<file path="src/design/dble_pkg.sv">
package dble_pkg;

  // Pixel buffers
  localparam int MAX_PIXELS = 256;
  localparam int IDX_W      = $clog2(MAX_PIXELS);
  localparam int BANK_W     = 1;
  localparam int COLOR_W    = 8;
  localparam int PULSES     = 3 * COLOR_W;
  localparam int GRB_W      = PULSES;
  localparam int BIT_CNT_W  = $clog2(PULSES);

  // Config registers
  localparam int COUNT_W    = 9;
  localparam int TICK_W     = 15;
  localparam int APB_DATA_W = 32;
  localparam int APB_ADDR_W = 5;
  localparam int REG_SEL_W  = 3;

  localparam logic [REG_SEL_W-1:0] REG_PIXEL_COUNT     = 3'd0;
  localparam logic [REG_SEL_W-1:0] REG_ONE_HIGH_TICKS  = 3'd1;
  localparam logic [REG_SEL_W-1:0] REG_ONE_LOW_TICKS   = 3'd2;
  localparam logic [REG_SEL_W-1:0] REG_ZERO_HIGH_TICKS = 3'd3;
  localparam logic [REG_SEL_W-1:0] REG_ZERO_LOW_TICKS  = 3'd4;

  localparam logic [COUNT_W-1:0] PIXEL_COUNT_RST     = 9'd256;
  localparam logic [TICK_W-1:0]  ONE_HIGH_TICKS_RST  = 15'd32;
  localparam logic [TICK_W-1:0]  ONE_LOW_TICKS_RST   = 15'd18;
  localparam logic [TICK_W-1:0]  ZERO_HIGH_TICKS_RST = 15'd16;
  localparam logic [TICK_W-1:0]  ZERO_LOW_TICKS_RST  = 15'd34;

  // Stream layout
  localparam int S_DATA_W = 32;
  localparam int S_USER_W = 2;
  localparam int M_DATA_W = 32;

  typedef enum logic [1:0] {
    ACT_SET   = 2'd0,
    ACT_SHOW  = 2'd1,
    ACT_CLEAR = 2'd2,
    ACT_EMIT  = 2'd3
  } act_t;

  typedef enum logic {
    ST_IDLE,
    ST_READ
  } state_t;

  typedef enum logic {
    STAT_OK    = 1'b0,
    STAT_RANGE = 1'b1
  } stat_t;

  typedef struct packed {
    logic [COUNT_W-1:0] pixel_count;
    logic [TICK_W-1:0]  one_high_ticks;
    logic [TICK_W-1:0]  one_low_ticks;
    logic [TICK_W-1:0]  zero_high_ticks;
    logic [TICK_W-1:0]  zero_low_ticks;
  } cfg_t;

  // Commands from the sequencer to the pulse serializer
  typedef struct packed {
    logic             load;
    logic             stat_req;
    stat_t            stat;
    logic [GRB_W-1:0] grb;
  } ser_cmd_t;

endpackage

</file>
<file path="src/design/dble_cfg_regs.sv">
module dble_cfg_regs (
  input  logic                                 clk,
  input  logic                                 rst,
  input  logic                                 psel,
  input  logic                                 penable,
  input  logic                                 pwrite,
  input  logic [dble_pkg::APB_ADDR_W-1:0]      paddr,
  input  logic [dble_pkg::APB_DATA_W-1:0]      pwdata,
  output logic [dble_pkg::APB_DATA_W-1:0]      prdata,
  output logic                                 pready,
  output dble_pkg::cfg_t                       cfg
);

  logic [dble_pkg::REG_SEL_W-1:0] sel;
  logic                           wr_en;

  assign pready = 1'b1;
  assign sel    = paddr[dble_pkg::APB_ADDR_W-1:2];
  assign wr_en  = psel & penable & pwrite & pready;

  // Write registers on the access phase
  always_ff @(posedge clk) begin
    if (rst) begin
      cfg.pixel_count     <= dble_pkg::PIXEL_COUNT_RST;
      cfg.one_high_ticks  <= dble_pkg::ONE_HIGH_TICKS_RST;
      cfg.one_low_ticks   <= dble_pkg::ONE_LOW_TICKS_RST;
      cfg.zero_high_ticks <= dble_pkg::ZERO_HIGH_TICKS_RST;
      cfg.zero_low_ticks  <= dble_pkg::ZERO_LOW_TICKS_RST;
    end else if (wr_en) begin
      case (sel)
        dble_pkg::REG_PIXEL_COUNT:
          cfg.pixel_count <= pwdata[dble_pkg::COUNT_W-1:0];
        dble_pkg::REG_ONE_HIGH_TICKS:
          cfg.one_high_ticks <= pwdata[dble_pkg::TICK_W-1:0];
        dble_pkg::REG_ONE_LOW_TICKS:
          cfg.one_low_ticks <= pwdata[dble_pkg::TICK_W-1:0];
        dble_pkg::REG_ZERO_HIGH_TICKS:
          cfg.zero_high_ticks <= pwdata[dble_pkg::TICK_W-1:0];
        dble_pkg::REG_ZERO_LOW_TICKS:
          cfg.zero_low_ticks <= pwdata[dble_pkg::TICK_W-1:0];
        default: ;
      endcase
    end
  end

  // Read back
  always_comb begin
    prdata = '0;
    case (sel)
      dble_pkg::REG_PIXEL_COUNT:
        prdata = dble_pkg::APB_DATA_W'(cfg.pixel_count);
      dble_pkg::REG_ONE_HIGH_TICKS:
        prdata = dble_pkg::APB_DATA_W'(cfg.one_high_ticks);
      dble_pkg::REG_ONE_LOW_TICKS:
        prdata = dble_pkg::APB_DATA_W'(cfg.one_low_ticks);
      dble_pkg::REG_ZERO_HIGH_TICKS:
        prdata = dble_pkg::APB_DATA_W'(cfg.zero_high_ticks);
      dble_pkg::REG_ZERO_LOW_TICKS:
        prdata = dble_pkg::APB_DATA_W'(cfg.zero_low_ticks);
      default: prdata = '0;
    endcase
  end

endmodule

</file>
<file path="config.mk">
export PLATFORM = sky130hd
export DESIGN_NAME = dble_cfg_regs
export DESIGN_NICKNAME = d
export VERILOG_FILES = /design/src/design/dble_pkg.sv /design/src/design/dble_cfg_regs.sv
export SDC_FILE = /design/constraint.sdc
export NUM_CORES = 1
export LEC_CHECK = 0
export BUFFER_PORTS_ARGS = -buffer_cell sky130_fd_sc_hd__buf_2
export CAP_MARGIN = 0
export CORE_ASPECT_RATIO = 0.5
export CORE_MARGIN = 2
export CORE_UTILIZATION = 40
export CTS_CLUSTER_SIZE = 30
export DETAILED_ROUTE_END_ITERATION = 10
export HOLD_SLACK_MARGIN = 0.15
export PLACE_DENSITY = 0.68
export SYNTH_ARGS = -nofsm -noshare
export SYNTH_HDL_FRONTEND = slang
export SYNTH_SLANG_ARGS = --single-unit
</file>
<file path="constraint.sdc">
create_clock -name clk -period 1.3 [get_ports clk]
set_input_delay 0.13 -clock clk [delete_from_list [all_inputs] [get_ports clk]]
set_output_delay 0.13 -clock clk [all_outputs]
set_load 0.02 [all_outputs]
</file>
==> qor.csv <==
metric,value,unit
drtAntennaViolNets,0,
cts_tree,yes,
fin_hold_ws,152.0,ps
grt_max_degree,47,
postRouteWirelength,9.779,mm
die_x,135.2,um
fmax,0.6853,GHz
ys_types,24,
synth_seq_cells,69,
crit_path_top_delay_cell,dfxtp_2,
hpwl,6.511,mm
drtPass1Iterations,4,
antenna_cells,0,
grt_pass1_wl,15.06,mm
hold_viol,0,
ys_warn_count,0,
clock_tree.buffer_depth,2,
endpoint_kind,primary output,
synth_seq_area_share,0.4013,
synth_area,0.003442,mm2
synthFlopType,dfxtp_1,
yosysTopAreaCellShare,0.4013,
status,"complete, but fails checks",
drc,0,
gp_congestion,0.7723,
rsz0062_at_grt,true,
worst_ep_required_time,1170,ps
period_needed,1459,ps
first_iter_violations,200,
finalMaxSlewViolations,0,
largest_register_ffs,69,
fin_util,0.5983,
wl_per_cell,16.38,um
setup_viol_count_final,8,
largest-register,cfg,
insertion_delay,330,ps
violations,negative setup slack,
placementRows,23,
drive_above_1_share,0.4639,
r2r_cells,3,
synth_edf_count,0,
fill_cells,699,
drv_cap,0,
irDropWorstVdd,0.0006331,V
ys_top_cells_by_area,"dfxtp_1, mux2i_1, nand2b_1",
crit_path_start_kind,register,
synth_area_leader_cell,dfxtp_1,
htreeDepth,3,
cts_sinks,69,
core_area,0.008173,mm2
total_power,4.855,mW
first_global_vias,2845,
start_util,0.4212,
final.period_utilization,1.123,
setup_slack,-159.3,ps
vias,2946,
die_h,69.60,um
vias_per_cell,4.935,
critical-path-max-stage-delay,320,ps
io_buffers,106,
syn_to_final_growth,42.06,%
fin_nets,523,
clockRootBuffer,clkbuf_16,
tns,-1097,ps
async_flop_share,0,
power.leakage,2.428,nW
seqCellArea,0.001409,mm2
worstHoldPathCells,3,
reg_top3,cfg x69,
cts_buffers,9,
crit_type,reg -> out,
cts.clk_slew.worst_paths,50,ps
crit_chain,mux2_4 > a22oi_2 > o22ai_2 > buf_6,
crit_arrival,1330,ps
clock_skew,0,ps
hp-class,in -> reg,
p_per_area,992.9,mW/mm2
multi_input_area,0.002018,mm2
ios,144,
dieArea,0.009408,mm2
syn-mean-instance-area,10.06,um2
place_ws,-130.7,ps
crit_fanout,2,
antenna_found_initial,0,
grt-ovfl-total,0,
synth_cells,342,
grtUsageTotal,0.2064,
-- synth_stat cells (2+ instances only) --
cell type / n
a22oi_1: 23
and3b_1: 2
buf_1: 2
buf_2: 4
buf_4: 24
buf_6: 2
clkbuf_1: 12
conb_1: 2
dfxtp_1: 69
mux2_2: 8
mux2i_1: 76
nand2b_1: 78
nand3b_1: 2
nor2_1: 11
nor2b_1: 4
o22ai_1: 15
-- routing by layer --
| layer | wire (um) | track usage | vias to the layer above |
|---|---|---|---|
| met4 | 133 | 0.06713 | 0 |
| met1 | 4520 | 0.2710 | 1416 |
| met5 | 0 | 0 | - |
| li1 | - | - | 1432 |
| met3 | 441 | 0.04971 | 13 |
| met2 | 4684 | 0.3350 | 85 |
-- final cells by class --
class | count | share of cell area
clock inverter | 2 | 0.002047
multi-input combinational | 245 | 0.4127
clock buffer | 13 | 0.05118
sequential | 69 | 0.2881
timing repair buffer | 156 | 0.2172
tap | 112 | 0.02866
-- repair_timing --
item / 4_1_cts / 5_1_grt
endpoints found under the hold margin: 17 / 0
buffers inserted: 14 / 0
setup endpoints to repair: 15 / 15
hold buffers: 5 / 0
resized for setup: 50 / 31
pin swaps: 15 / 15
-- report_power, final --
| group | total, mW | switching, mW | leakage [nW] | internal [mW] |
|---|---|---|---|---|
| combinational | 0.521 | 0.298 | 1.73 | 0.223 |
| sequential | 2.15 | 0.0131 | 0.565 | 2.13 |
| clock | 2.19 | 0.861 | 0.129 | 1.33 |
-- metrics by stage --
stage,instance area [um2],cells
after floorplan,3502,358
after global placement,4205,563
after detailed placement,4205,563
after CTS,4771,597
after global routing,4890,597
final,4890,597
-- cells by family (layout without fill, tap and decap cells) --
kind of cell           count (synthesis)  count (layout)  share of synthesized area
buffers and inverters                 44             171                    0.07997
AOI/OAI and AO/OA                     39              39                    0.07961
DFF                                   69              69                     0.4013
muxes                                 84              84                     0.2472
and+or+nand+nor                      104             104                     0.1898
other                                  2              18                   0.002182
-- final timing paths --
| check | from | endpoint | slack, ps |
|---|---|---|---|
| setup reg to reg | cfg[21] | cfg[21] | 570 |
| setup / recovery | cfg[38] | prdata[8] | -160 |
| hold / removal | pwdata[14] | cfg[59] | 150 |
| hold reg to reg | cfg[35] | cfg[35] | 480 |
-- critical path: cells and delay by family (launching register included) --
kind                   cells  cell delay (ps)
buffers and inverters      1              140
DFF                        1              320
AOI/OAI and AO/OA          2              270
muxes                      1              270
-- placed cells by master, fill, tap and decap left out, types with 10 or more instances in the layout --
| master | count |
|---|---|
| nor2_1 | 11 |
| a22oi_2 | 13 |
| dfxtp_1 | 47 |
| buf_2 | 92 |
| o22ai_2 | 10 |
| buf_4 | 44 |
| nand2b_1 | 77 |
| dfxtp_2 | 22 |
| conb_1 | 18 |
| a22oi_1 | 10 |
| mux2i_1 | 74 |
No activity file was read; power rests on OpenSTA's default activity.
