[config.mk]
export PLATFORM = sky130hd
export DESIGN_NAME = dble_pulse_serializer
export DESIGN_NICKNAME = d
export VERILOG_FILES = /design/src/design/dble_pkg.sv /design/src/design/dble_pulse_serializer.sv
export SDC_FILE = /design/constraint.sdc
export NUM_CORES = 1
export LEC_CHECK = 0
export BUFFER_PORTS_ARGS = -buffer_cell sky130_fd_sc_hd__clkbuf_2
export CORE_UTILIZATION = 43
export CTS_BUF_LIST = sky130_fd_sc_hd__clkbuf_4 sky130_fd_sc_hd__clkbuf_8
export CTS_CLUSTER_DIAMETER = 120
export CTS_CLUSTER_SIZE = 40
export DETAILED_ROUTE_END_ITERATION = 8
export PLACE_DENSITY_LB_ADDON = 0.3
export SLEW_MARGIN = 20
export SYNTH_ARGS = -nofsm -noshare
export SYNTH_HDL_FRONTEND = slang
export SYNTH_SLANG_ARGS = --single-unit
[constraint.sdc]
create_clock -name clk -period 2.8 [get_ports clk]
set_clock_uncertainty 0.2 [all_clocks]
set_input_delay 0.28 -clock clk [delete_from_list [all_inputs] [get_ports clk]]
set_output_delay 0.28 -clock clk [all_outputs]
set_load 0.03 [all_outputs]
[src/design/dble_pkg.sv]
package dble_pkg;

  // Pixel buffers
  localparam int MAX_PIXELS = 256;
  localparam int IDX_W      = $clog2(MAX_PIXELS);
  localparam int BANK_W     = 1;
  localparam int COLOR_W    = 8;
  localparam int PULSES     = 3 * COLOR_W;
  localparam int GRB_W      = PULSES;
  localparam int BIT_CNT_W  = $clog2(PULSES);

  // Config registers
  localparam int COUNT_W    = 9;
  localparam int TICK_W     = 15;
  localparam int APB_DATA_W = 32;
  localparam int APB_ADDR_W = 5;
  localparam int REG_SEL_W  = 3;

  localparam logic [REG_SEL_W-1:0] REG_PIXEL_COUNT     = 3'd0;
  localparam logic [REG_SEL_W-1:0] REG_ONE_HIGH_TICKS  = 3'd1;
  localparam logic [REG_SEL_W-1:0] REG_ONE_LOW_TICKS   = 3'd2;
  localparam logic [REG_SEL_W-1:0] REG_ZERO_HIGH_TICKS = 3'd3;
  localparam logic [REG_SEL_W-1:0] REG_ZERO_LOW_TICKS  = 3'd4;

  localparam logic [COUNT_W-1:0] PIXEL_COUNT_RST     = 9'd256;
  localparam logic [TICK_W-1:0]  ONE_HIGH_TICKS_RST  = 15'd32;
  localparam logic [TICK_W-1:0]  ONE_LOW_TICKS_RST   = 15'd18;
  localparam logic [TICK_W-1:0]  ZERO_HIGH_TICKS_RST = 15'd16;
  localparam logic [TICK_W-1:0]  ZERO_LOW_TICKS_RST  = 15'd34;

  // Stream layout
  localparam int S_DATA_W = 32;
  localparam int S_USER_W = 2;
  localparam int M_DATA_W = 32;

  typedef enum logic [1:0] {
    ACT_SET   = 2'd0,
    ACT_SHOW  = 2'd1,
    ACT_CLEAR = 2'd2,
    ACT_EMIT  = 2'd3
  } act_t;

  typedef enum logic {
    ST_IDLE,
    ST_READ
  } state_t;

  typedef enum logic {
    STAT_OK    = 1'b0,
    STAT_RANGE = 1'b1
  } stat_t;

  typedef struct packed {
    logic [COUNT_W-1:0] pixel_count;
    logic [TICK_W-1:0]  one_high_ticks;
    logic [TICK_W-1:0]  one_low_ticks;
    logic [TICK_W-1:0]  zero_high_ticks;
    logic [TICK_W-1:0]  zero_low_ticks;
  } cfg_t;

  // Commands from the sequencer to the pulse serializer
  typedef struct packed {
    logic             load;
    logic             stat_req;
    stat_t            stat;
    logic [GRB_W-1:0] grb;
  } ser_cmd_t;

endpackage

[src/design/dble_pulse_serializer.sv]
module dble_pulse_serializer (
  input  logic                              clk,
  input  logic                              rst,
  input  dble_pkg::ser_cmd_t                cmd,
  input  dble_pkg::cfg_t                    cfg,
  output logic                              busy,
  output logic                              slot_free,
  output logic                              m_tvalid,
  input  logic                              m_tready,
  output logic [dble_pkg::M_DATA_W-1:0]     m_tdata,   // high ticks, low ticks, zero pad
  output logic                              m_tuser,   // status
  output logic                              m_tlast
);

  localparam logic [dble_pkg::BIT_CNT_W-1:0] LAST_BIT =
    dble_pkg::BIT_CNT_W'(dble_pkg::PULSES - 1);
  localparam int PAD_W = dble_pkg::M_DATA_W - 2 * dble_pkg::TICK_W;

  logic [dble_pkg::GRB_W-1:0]     shreg;
  logic [dble_pkg::BIT_CNT_W-1:0] cnt;
  logic                           run;
  logic [dble_pkg::TICK_W-1:0]    out_hi;
  logic [dble_pkg::TICK_W-1:0]    out_lo;
  logic                           out_last;
  dble_pkg::stat_t                out_stat;

  assign slot_free = !m_tvalid || m_tready;
  assign busy      = run;

  // Control: run flag, bit counter, output valid
  always_ff @(posedge clk) begin
    if (rst) begin
      run      <= 1'b0;
      cnt      <= '0;
      m_tvalid <= 1'b0;
    end else begin
      if (cmd.load) begin
        run <= 1'b1;
        cnt <= '0;
      end else if (run && slot_free) begin
        cnt <= cnt + 1'b1;
        if (cnt == LAST_BIT) begin
          run <= 1'b0;
        end
      end
      if (cmd.stat_req || (!cmd.load && run && slot_free)) begin
        m_tvalid <= 1'b1;
      end else if (m_tvalid && m_tready) begin
        m_tvalid <= 1'b0;
      end
    end
  end

  // Payload: shift out one bit per output slot, MSB first
  always_ff @(posedge clk) begin
    if (cmd.load) begin
      shreg <= cmd.grb;
    end else if (run && slot_free) begin
      out_hi   <= shreg[dble_pkg::GRB_W-1] ? cfg.one_high_ticks : cfg.zero_high_ticks;
      out_lo   <= shreg[dble_pkg::GRB_W-1] ? cfg.one_low_ticks  : cfg.zero_low_ticks;
      out_last <= (cnt == LAST_BIT);
      out_stat <= dble_pkg::STAT_OK;
      shreg    <= {shreg[dble_pkg::GRB_W-2:0], 1'b0};
    end else if (cmd.stat_req) begin
      out_hi   <= '0;
      out_lo   <= '0;
      out_last <= 1'b1;
      out_stat <= cmd.stat;
    end
  end

  assign m_tdata = {{PAD_W{1'b0}}, out_lo, out_hi};
  assign m_tuser = out_stat;
  assign m_tlast = out_last;

endmodule

==> results of run 1 <==
state kept, by name, summed over array words and instances, names as in the netlist:
signal,flops
m_tlast,1
cnt,5
shreg,24
out_lo,15
m_tuser,1
out_hi,15
busy,1
m_tvalid,1
cells in the mapped netlist (all sizes together):
cell	number
nand2	2
or2	1
o21ai	3
mux2i	30
ha	1
nand4b	1
nor2b	1
o31ai	3
or3	3
mux2	23
and2	2
o311ai	2
nand3	4
nor2	32
inv	4
clkbuf	1
or4	1
conb	1
a21oi	7
edfxtp	56
buf	13
dfxtp	7
timing repair:
action                                 CTS  global route
endpoints found under the hold margin    2             0
gates resized for setup                  0             0
hold buffers                             1             0
power by group:
part	switching, mW	leakage (nW)	total, mW	internal, mW
clock	0.311	0.0991	0.719	0.408
combinational	0.199	0.938	0.344	0.145
sequential	0.0203	0.608	1.13	1.11
total	0.530	1.65	2.20	1.67
worst paths after layout:
path | end | from
setup / recovery | slot_free | m_tvalid
hold / removal | shreg[0] | cmd[0]
setup reg to reg | out_hi[9] | m_tvalid
hold reg to reg | cnt[1] | cnt[1]
routing by layer:
| metal | wire length (um) | vias up | share of wire | global-route usage |
|---|---|---|---|---|
| met3 | 541 | 10 | 0.10 | 0.04615 |
| li1 | - | 983 | - | - |
| met2 | 2502 | 95 | 0.47 | 0.2884 |
| met1 | 2189 | 890 | 0.41 | 0.1598 |
| met5 | 0 | - | 0 | 0 |
| met4 | 86 | 0 | 0.016 | 0.09310 |
cell families (layout without fill, tap and decap cells):
family          Yosys count  after routing  synth area share
compound gates           15             15           0.03233
buf+inv                  18            150           0.03278
simple gates             47             47           0.07455
other cells               1              2          0.001346
flops                    63             63            0.6538
fa+ha+maj                 1              1          0.004490
mux                      53             53            0.2007
metrics by stage:
stage               hold slack [ns]  worst slack, ns  cell area (um2)  cells
floorplan                    0.1491           0.3809             2793    199
global placement             0.2812           0.8681             3468    389
detailed placement           0.2929           0.8173             3468    389
CTS                         0.01825           0.8130             3664    406
global route                0.04308           0.7286             3664    406
finish                      0.03741           0.8221             3664    406
critical path, delay by kind of cell, from the launching register on:
family | cells | cell delay (ns)
AND/OR/NAND/NOR | 1 | 0.49
buffers and inverters | 2 | 0.36
flip-flops | 1 | 0.32
area by class of cell:
type	instances	area, um2	share of cell area
sequential	63	1822	0.4973
multi-input combinational	118	879.6	0.2401
inverter	4	15.01	0.004098
timing repair buffer	130	668.1	0.1824
clock inverter	1	3.754	0.001025
tap	75	93.84	0.02561
clock buffer	15	181.4	0.04952
==> results.json, run 1 <==
{
  "outcome": "completed",
  "cts_tree": "done",
  "nets": 426,
  "power_mw": 2.196,
  "critical_path.slowest_cell": "nor2b_1",
  "rsz0062_at_grt": "no",
  "syn-instance-count": 198,
  "final_common_cell": "clkbuf_2",
  "core_area_mm2": 0.006096,
  "maxSlewViolCount": 0,
  "cap_violations": 0,
  "die_h_um": 82.50,
  "p_leak_nw": 1.645,
  "gp_congestion": 0.7256,
  "min_path_type": "input pin to register",
  "cp-start-kind": "register",
  "ir_worst_vdd_mv": 0.3702,
  "ys_types": 24,
  "drcViolationCount": 0,
  "wl_per_cell_um": 13.10,
  "cp.required_ns": 2.32,
  "cp_cell_sequence": "nor2b_1, inv_2, clkbuf_2",
  "max_stage_delay_ns": 0.49,
  "fp.dieW_um": 82.50,
  "timing.fmax_ghz": 0.5056,
  "path_max_fanout": 9,
  "area_growth_syn_to_layout_pct": 31.48,
  "clock_sinks": 63,
  "initial_core_util": 0.4571,
  "antenna_found_initial": 0,
  "first_pass_iters": 4,
  "worstPathArrival_ns": 1.50,
  "tightest_slew_ns": 0.5849,
  "port_buffers": 124,
  "dp_hpwl_um": 3851,
  "final_cell_mix": "clkbuf_2, edfxtp_1, nor2_1",
  "vias_per_cell": 4.872,
  "fp-row-count": 28,
  "initialDrtViolationCount": 90,
  "min_delay_path_depth": 2,
  "min_period_ns": 1.978,
  "yosys_warnings": 0,
  "syn_avg_cell_area_um2": 14.07,
  "n_fill_cell": 514,
  "reg2reg_setup_slack_ns": 0.82,
  "yosysSeqAreaShare": 0.6538,
  "period_share": 0.7064,
  "fin_setup_tns_ns": 0,
  "detail-route-antenna-nets": 0,
  "gr-total-overflow": 0,
  "grt_pass1_wl_um": 7734,
  "h-tree-depth": 3,
  "setup_viol": 0,
  "grt_usage": 0.1585,
  "max_slew_margin": 0.6093,
  "ioPinCount": 136,
  "hold_viol": 0,
  "post_cts_buffers": 0,
  "clockRootBuffer": "clkbuf_8",
  "path_class": "register to output pin",
  "clk_pin_slew_ns": 0.06,
  "wl_um": 5319,
  "drive_gt1_frac": 0.5166,
  "fin_util": 0.6010,
  "clkLatencyLatePin_ns": 0.32,
  "clock_path_buffers": 2,
  "die_area_mm2": 0.006806,
  "num_vias": 1978,
  "yosysTopAreaCellShare": 0.6035,
  "synth_area_leader_cell": "edfxtp_1",
  "n_antenna_cell": 0,
  "power_density_mw_per_mm2": 599.4,
  "grt_pass1_vias": 1825,
  "end_kind": "output pin",
  "numCtsBuffers": 9,
  "synth_area_mm2": 0.002786,
  "grt_start_max_net_pins": 34,
  "ys_seq_elements": 63,
  "r2r_cells": 5,
  "synthTopCellsByArea": "edfxtp_1, mux2i_1, mux2_2"
}
Note: power is estimated with default switching activity, not from simulation.
==> run 2: changes to the inputs <==
--- a/config.mk
+++ b/config.mk
@@ -5,8 +5,9 @@
 export SDC_FILE = /design/constraint.sdc
 export NUM_CORES = 1
 export LEC_CHECK = 0
+export ABC_AREA = 1
 export BUFFER_PORTS_ARGS = -buffer_cell sky130_fd_sc_hd__clkbuf_2
-export CORE_UTILIZATION = 43
+export CORE_UTILIZATION = 48
 export CTS_BUF_LIST = sky130_fd_sc_hd__clkbuf_4 sky130_fd_sc_hd__clkbuf_8
 export CTS_CLUSTER_DIAMETER = 120
 export CTS_CLUSTER_SIZE = 40
==> constraint.sdc (replaced) <==
create_clock -name clk -period 1.9 [get_ports clk]
set_clock_uncertainty 0.2 [all_clocks]
set_input_delay 0.19 -clock clk [delete_from_list [all_inputs] [get_ports clk]]
set_output_delay 0.19 -clock clk [all_outputs]
set_load 0.03 [all_outputs]
==> run 2 against run 1 <==
Die area decreased by 7.3%. Synthesized cell count increased by 47%. Global-route usage increased by 6.4 points. Critical endpoint is now out_hi[11]. Largest power group unchanged.
==> results.json, run 2 <==
{
  "min_period_ns": 1.455,
  "synthArstFlopShare": 0,
  "min_path_type": "input pin to register",
  "post_cts_buffers": 0,
  "swShare": 0.2602,
  "worstReg2RegEnd": "out_hi[11]",
  "n_antenna_cell": 0,
  "ys_seq_elements": 63,
  "final_common_cell": "nand2_1",
  "path_max_fanout": 32,
  "fin_ws_ns": 0.4449,
  "fin_setup_tns_ns": 0,
  "setup_viol": 0,
  "period_share": 0.7659,
  "ys_types": 21,
  "detail-route-antenna-nets": 0,
  "antenna_found_initial": 0,
  "largest-register": "shreg",
  "nets": 552,
  "gr-total-overflow": 0,
  "numCtsBuffers": 9,
  "vias_per_cell": 4.750,
  "hold_end": "out_lo[14]",
  "pwr-share-clk": 0.317,
  "reg2reg_setup_slack_ns": 0.44,
  "fp.dieW_um": 79.45,
  "pre_cts_ws_ns": 0.4304,
  "initial_core_util": 0.5103,
  "first_pass_iters": 4,
  "power_density_mw_per_mm2": 808.8,
  "rsz0062_at_grt": "no",
  "area_growth_syn_to_layout_pct": 42.16,
  "clkLatencyLatePin_ns": 0.33,
  "synth_area_leader_cell": "edfxtp_1",
  "min_delay_path_depth": 3,
  "yosysTopAreaCellShare": 0.5841,
  "power.internal_mw": 2.449,
  "rr_startpoint": "m_tvalid",
  "maxSlewViolCount": 0,
  "final_cell_mix": "nand2_1, clkbuf_2, edfxtp_1",
  "syn_avg_cell_area_um2": 9.860,
  "grt_usage": 0.2224,
  "cap_violations": 0,
  "worstPathArrival_ns": 1.28,
  "ioPinCount": 136,
  "die_h_um": 79.45,
  "largest_reg_flops": 24,
  "initialDrtViolationCount": 142,
  "grt_pass1_wl_um": 10430,
  "syn-instance-count": 292,
  "combinationalPowerShare": 0.179,
  "ir_worst_vdd_mv": 0.5042,
  "ys.flop_type": "edfxtp_1",
  "clk_pin_slew_ns": 0.07,
  "h-tree-depth": 3,
  "hold_viol": 0,
  "grt_pass1_vias": 2368,
  "p_leak_nw": 1.925,
  "fp-row-count": 27,
  "cts_tree": "done",
  "synth.most_common_cell": "nand2_1",
  "synthTopCellsByArea": "edfxtp_1, nand2_1, a21oi_2",
  "yosysSeqAreaShare": 0.6328,
  "hp-start": "cfg[14]",
  "cp-start-kind": "register",
  "synth_area_mm2": 0.002879,
  "clock_sinks": 63,
  "cp.required_ns": 1.72,
  "port_buffers": 124,
  "p_sw_uw": 861.3,
  "holdWs_ns": 0.007696,
  "wl_per_cell_um": 12.50,
  "grt_start_max_net_pins": 33,
  "die_area_mm2": 0.006312,
  "timing.fmax_ghz": 0.6872,
  "yosys_warnings": 0,
  "r2r_cells": 4,
  "drive_gt1_frac": 0.3829,
  "clock_path_buffers": 2,
  "clockRootBuffer": "clkbuf_8",
  "dp_hpwl_um": 4270,
  "top_regs": "shreg x24, out_hi x15, out_lo x15",
  "drcViolationCount": 0,
  "core_area_mm2": 0.005642,
  "num_vias": 2513,
  "path_class": "register to register",
  "pwr-share-seq": 0.504,
  "outcome": "completed",
  "end_kind": "register",
  "wl_um": 6614,
  "gp_congestion": 0.7697,
  "synth_common_cells": "nand2_1, edfxtp_1, a21oi_2",
  "synth_edf_count": 56,
  "fin_util": 0.7254
}
## run 2: cell types whose count changed in the layout (fill, tap and decap cells not counted), sizes merged, moves of 3 or more
cell	change
a21oi	+30
buf	+3
dlygate4sd3	+32
inv	+9
mux2	-23
mux2i	-30
nand2	+142
nor2	-25
o31ai	-3
or3	-3
## run 2: power by group through the flow
| stage | Sequential, mW | Combinational (mW) | Clock, mW |
|---|---|---|---|
| 2_1_floorplan | 1.80 | 0.249 | 0 |
| 5_1_grt | 1.68 | 0.647 | 1.14 |
| 6_report | 1.67 | 0.591 | 1.05 |
| 3_5_place_dp | 1.70 | 0.536 | 0 |
| 4_1_cts | 1.67 | 0.590 | 1.06 |
| 3_3_place_gp | 1.70 | 0.525 | 0 |
## run 2: repair_timing
action	4_1_cts	5_1_grt
hold buffers	32	1
gates resized for setup	0	0
hold endpoints to repair	33	1
## run 2: critical path, stage by stage (launching register included)
cell and delay [ns]:
dfxtp_4 0.36, nand2_4 0.07, nand2_2 0.11, a21oi_4 0.19
buf_12 0.21
## run 2: kinds of logic (layout without fill, tap and decap cells)
logic type               after synthesis  in the layout  synth area share
AO/OA/AOI/OAI                         41             41           0.09822
XOR/XNOR                               1              1          0.003043
adder cells (fa/ha/maj)                1              1          0.004345
buffers and inverters                 31            195           0.05649
flip-flops                            63             63            0.6328
other                                  1              2          0.001303
AND/OR/NAND/NOR                      154            154            0.2038
## run 2: worst max path at each step
stage	from	to	slack (ns)
after detailed placement	m_tready	out_lo[10]	0.43
final	m_tvalid	out_hi[11]	0.44
after global routing	m_tvalid	shreg[18]	0.39
after floorplan	m_tvalid	m_tlast	0.0007
after CTS	m_tvalid	out_lo[10]	0.43
after global placement	m_tready	out_hi[2]	0.45
## run 2: routing by layer
layer / share of wire / wire (um) / track usage
met1: 0.42 / 2770 / 0.2611
met3: 0.080 / 531 / 0.06629
met2: 0.48 / 3196 / 0.3769
met5: 0 / 0 / 0
met4: 0.018 / 116 / 0.09455
## run 2: through the flow
| stage | area, um2 | power, mW | instances |
|---|---|---|---|
| finish | 4093 | 3.310 | 529 |
| global route | 4093 | 3.466 | 529 |
| CTS | 4083 | 3.325 | 528 |
| detailed placement | 3582 | 2.235 | 480 |
| global placement | 3582 | 2.220 | 480 |
| floorplan | 2907 | 2.047 | 293 |
## run 2: area by class of cell
cell class              instances  area (um2)
repair buffers                165        1023
inverters                      14       55.05
well taps                      72       90.09
flip-flops and latches         63        1827
clock inverters                 1       5.005
fillers                       426        1549
clock buffers                  15       175.2
multi-input cells             199       917.1
==> run 3: changes to the inputs <==
==> constraint.sdc (replaced) <==
create_clock -name clk -period 1.52 [get_ports clk]
set_clock_uncertainty 0.2 [all_clocks]
set_input_delay 0.152 -clock clk [delete_from_list [all_inputs] [get_ports clk]]
set_output_delay 0.152 -clock clk [all_outputs]
set_load 0.03 [all_outputs]
==> run 3 against run 2 <==
Sequential power rose by 26%. Highest routed layer unchanged. Clock power is 35% higher. Final cell count is 10% higher. Sequential share of layout area fell by 5.7 points. Worst hold slack improved by 0.038 ns. Setup slack got worse by 0.32 ns. Count of clock-buffer cells in the layout down 4. Fmax grew 4.4%. Via count rose by 13%. Design area up 15%.
==> results.json, run 3 (synthesis gave the netlist of run 2 again) <==
{
  "clock_path_buffers": 2,
  "port_buffers": 124,
  "top_regs": "shreg x24, out_hi x15, out_lo x15",
  "r2r_cells": 3,
  "cts_tree": "done",
  "largest-register": "shreg",
  "worstSetupPathDepth": 3,
  "fp-row-count": 27,
  "cp_cell_sequence": "buf_4, nand2_1, a21oi_1",
  "endpoint": "out_hi[13]",
  "final_cell_mix": "nand2_1, clkbuf_2, dlygate4sd3_1",
  "initialDrtViolationCount": 161,
  "crit_family": "flip-flops",
  "path_class": "register to register",
  "fin_util": 0.8319,
  "end_kind": "register",
  "drcViolationCount": 0,
  "grt_pass1_wl_um": 13180,
  "fin_ws_ns": 0.1255,
  "reg2reg_setup_slack_ns": 0.13,
  "core_area_mm2": 0.005642,
  "critPathBufInv": 1,
  "clock_sinks": 63,
  "ir_worst_vdd_mv": 0.9811,
  "rsz0062_at_grt": "no",
  "cts_resized": 0,
  "crit_start": "shreg[23]",
  "outcome": "completed",
  "pwr-share-seq": 0.475,
  "detail-route-antenna-nets": 0,
  "path_max_fanout": 28,
  "power_density_mw_per_mm2": 940.6,
  "max_stage_delay_ns": 0.40,
  "vias_per_cell": 4.878,
  "clkLatencyLatePin_ns": 0.34,
  "grt_pass1_vias": 2844,
  "worstPathArrival_ns": 1.38,
  "critical_path.slowest_cell": "edfxtp_1",
  "n_antenna_cell": 0,
  "period_share": 0.9174,
  "hold_viol": 0,
  "worstReg2RegEnd": "out_hi[13]",
  "gr-total-overflow": 0,
  "fp.dieW_um": 79.45,
  "p_leak_nw": 2.163,
  "grt_start_max_net_pins": 31,
  "cp.required_ns": 1.50,
  "combinationalPowerShare": 0.203,
  "pre_cts_ws_ns": 0.1309,
  "maxSlewViolCount": 0,
  "timing.fmax_ghz": 0.7171,
  "h-tree-depth": 3,
  "largest_reg_flops": 24,
  "power.internal_mw": 3.221,
  "swShare": 0.2703,
  "numCtsBuffers": 9,
  "antenna_found_initial": 0,
  "min_period_ns": 1.394,
  "gp_congestion": 0.7877,
  "rr_startpoint": "shreg[23]",
  "ioPinCount": 136,
  "clk_pin_slew_ns": 0.07,
  "power_mw": 4.415,
  "wl_um": 8593,
  "first_pass_iters": 4,
  "cap_violations": 0,
  "p_sw_mw": 1.193,
  "initial_core_util": 0.5103,
  "clockRootBuffer": "clkbuf_8",
  "final_common_cell": "nand2_1",
  "nets": 606,
  "setup_viol": 0,
  "dp_hpwl_um": 4534,
  "die_area_mm2": 0.006312,
  "area_growth_syn_to_layout_pct": 63.02,
  "drive_gt1_frac": 0.3405,
  "pwr-share-clk": 0.321,
  "die_h_um": 79.45,
  "grt_usage": 0.2832,
  "num_vias": 2844,
  "cp-start-kind": "register",
  "wl_per_cell_um": 14.74,
  "min_path_type": "input pin to register"
}
run 3: worst reg2reg max path: cells and delay by family (launching register included):
family                 cells  cell delay, ns
AOI/OAI and AO/OA          1            0.20
buffers and inverters      1            0.32
DFF                        1            0.40
and+or+nand+nor            1            0.12
run 3: how the worst min path moves through the flow:
stage                 start  slack [ns]  cells after the start  endpoint
global placement        rst        0.12                      2      busy
finish              cmd[26]        0.05                      4  m_tvalid
floorplan               rst        0.01                      1      busy
CTS                 cmd[26]        0.04                      4  m_tvalid
global route        cmd[26]        0.05                      4  m_tvalid
detailed placement      rst        0.13                      2      busy
run 3: power by group through the flow:
stage	registers [mW]	clock network, mW	logic (mW)
CTS	2.10	1.43	0.872
detailed placement	2.13	0	0.695
finish	2.10	1.42	0.897
global route	2.11	1.50	0.967
global placement	2.12	0	0.681
floorplan	2.25	0	0.320
run 3: layer usage:
| layer | GRT usage | wire, um |
|---|---|---|
| met1 | 0.2930 | 3172 |
| met2 | 0.5205 | 4486 |
| met3 | 0.07314 | 688 |
| met4 | 0.1455 | 245 |
| met5 | 0 | 0 |
run 3: final cells by class:
type	count	area (um2)
timing repair buffer	219	1589
tap	72	90.09
inverter	14	55.05
sequential	63	1827
clock buffer	11	138.9
clock inverter	5	48.80
fill	322	948.4
multi-input combinational	199	944.7
run 3: per-stage QoR:
step	cell area, um2	TNS, ns	hold slack (ns)	std cells
detailed placement	3635	0	0.1267	480
global route	4693	0	0.05495	583
CTS	4693	0	0.03974	583
finish	4693	0	0.04523	583
global placement	3635	0	0.1215	480
floorplan	2934	-11.07	0.01365	293
run 3: what timing repair did:
action	4_1_cts	5_1_grt
hold buffers	87	0
buffers inserted	0	0
hold endpoints to repair	58	0
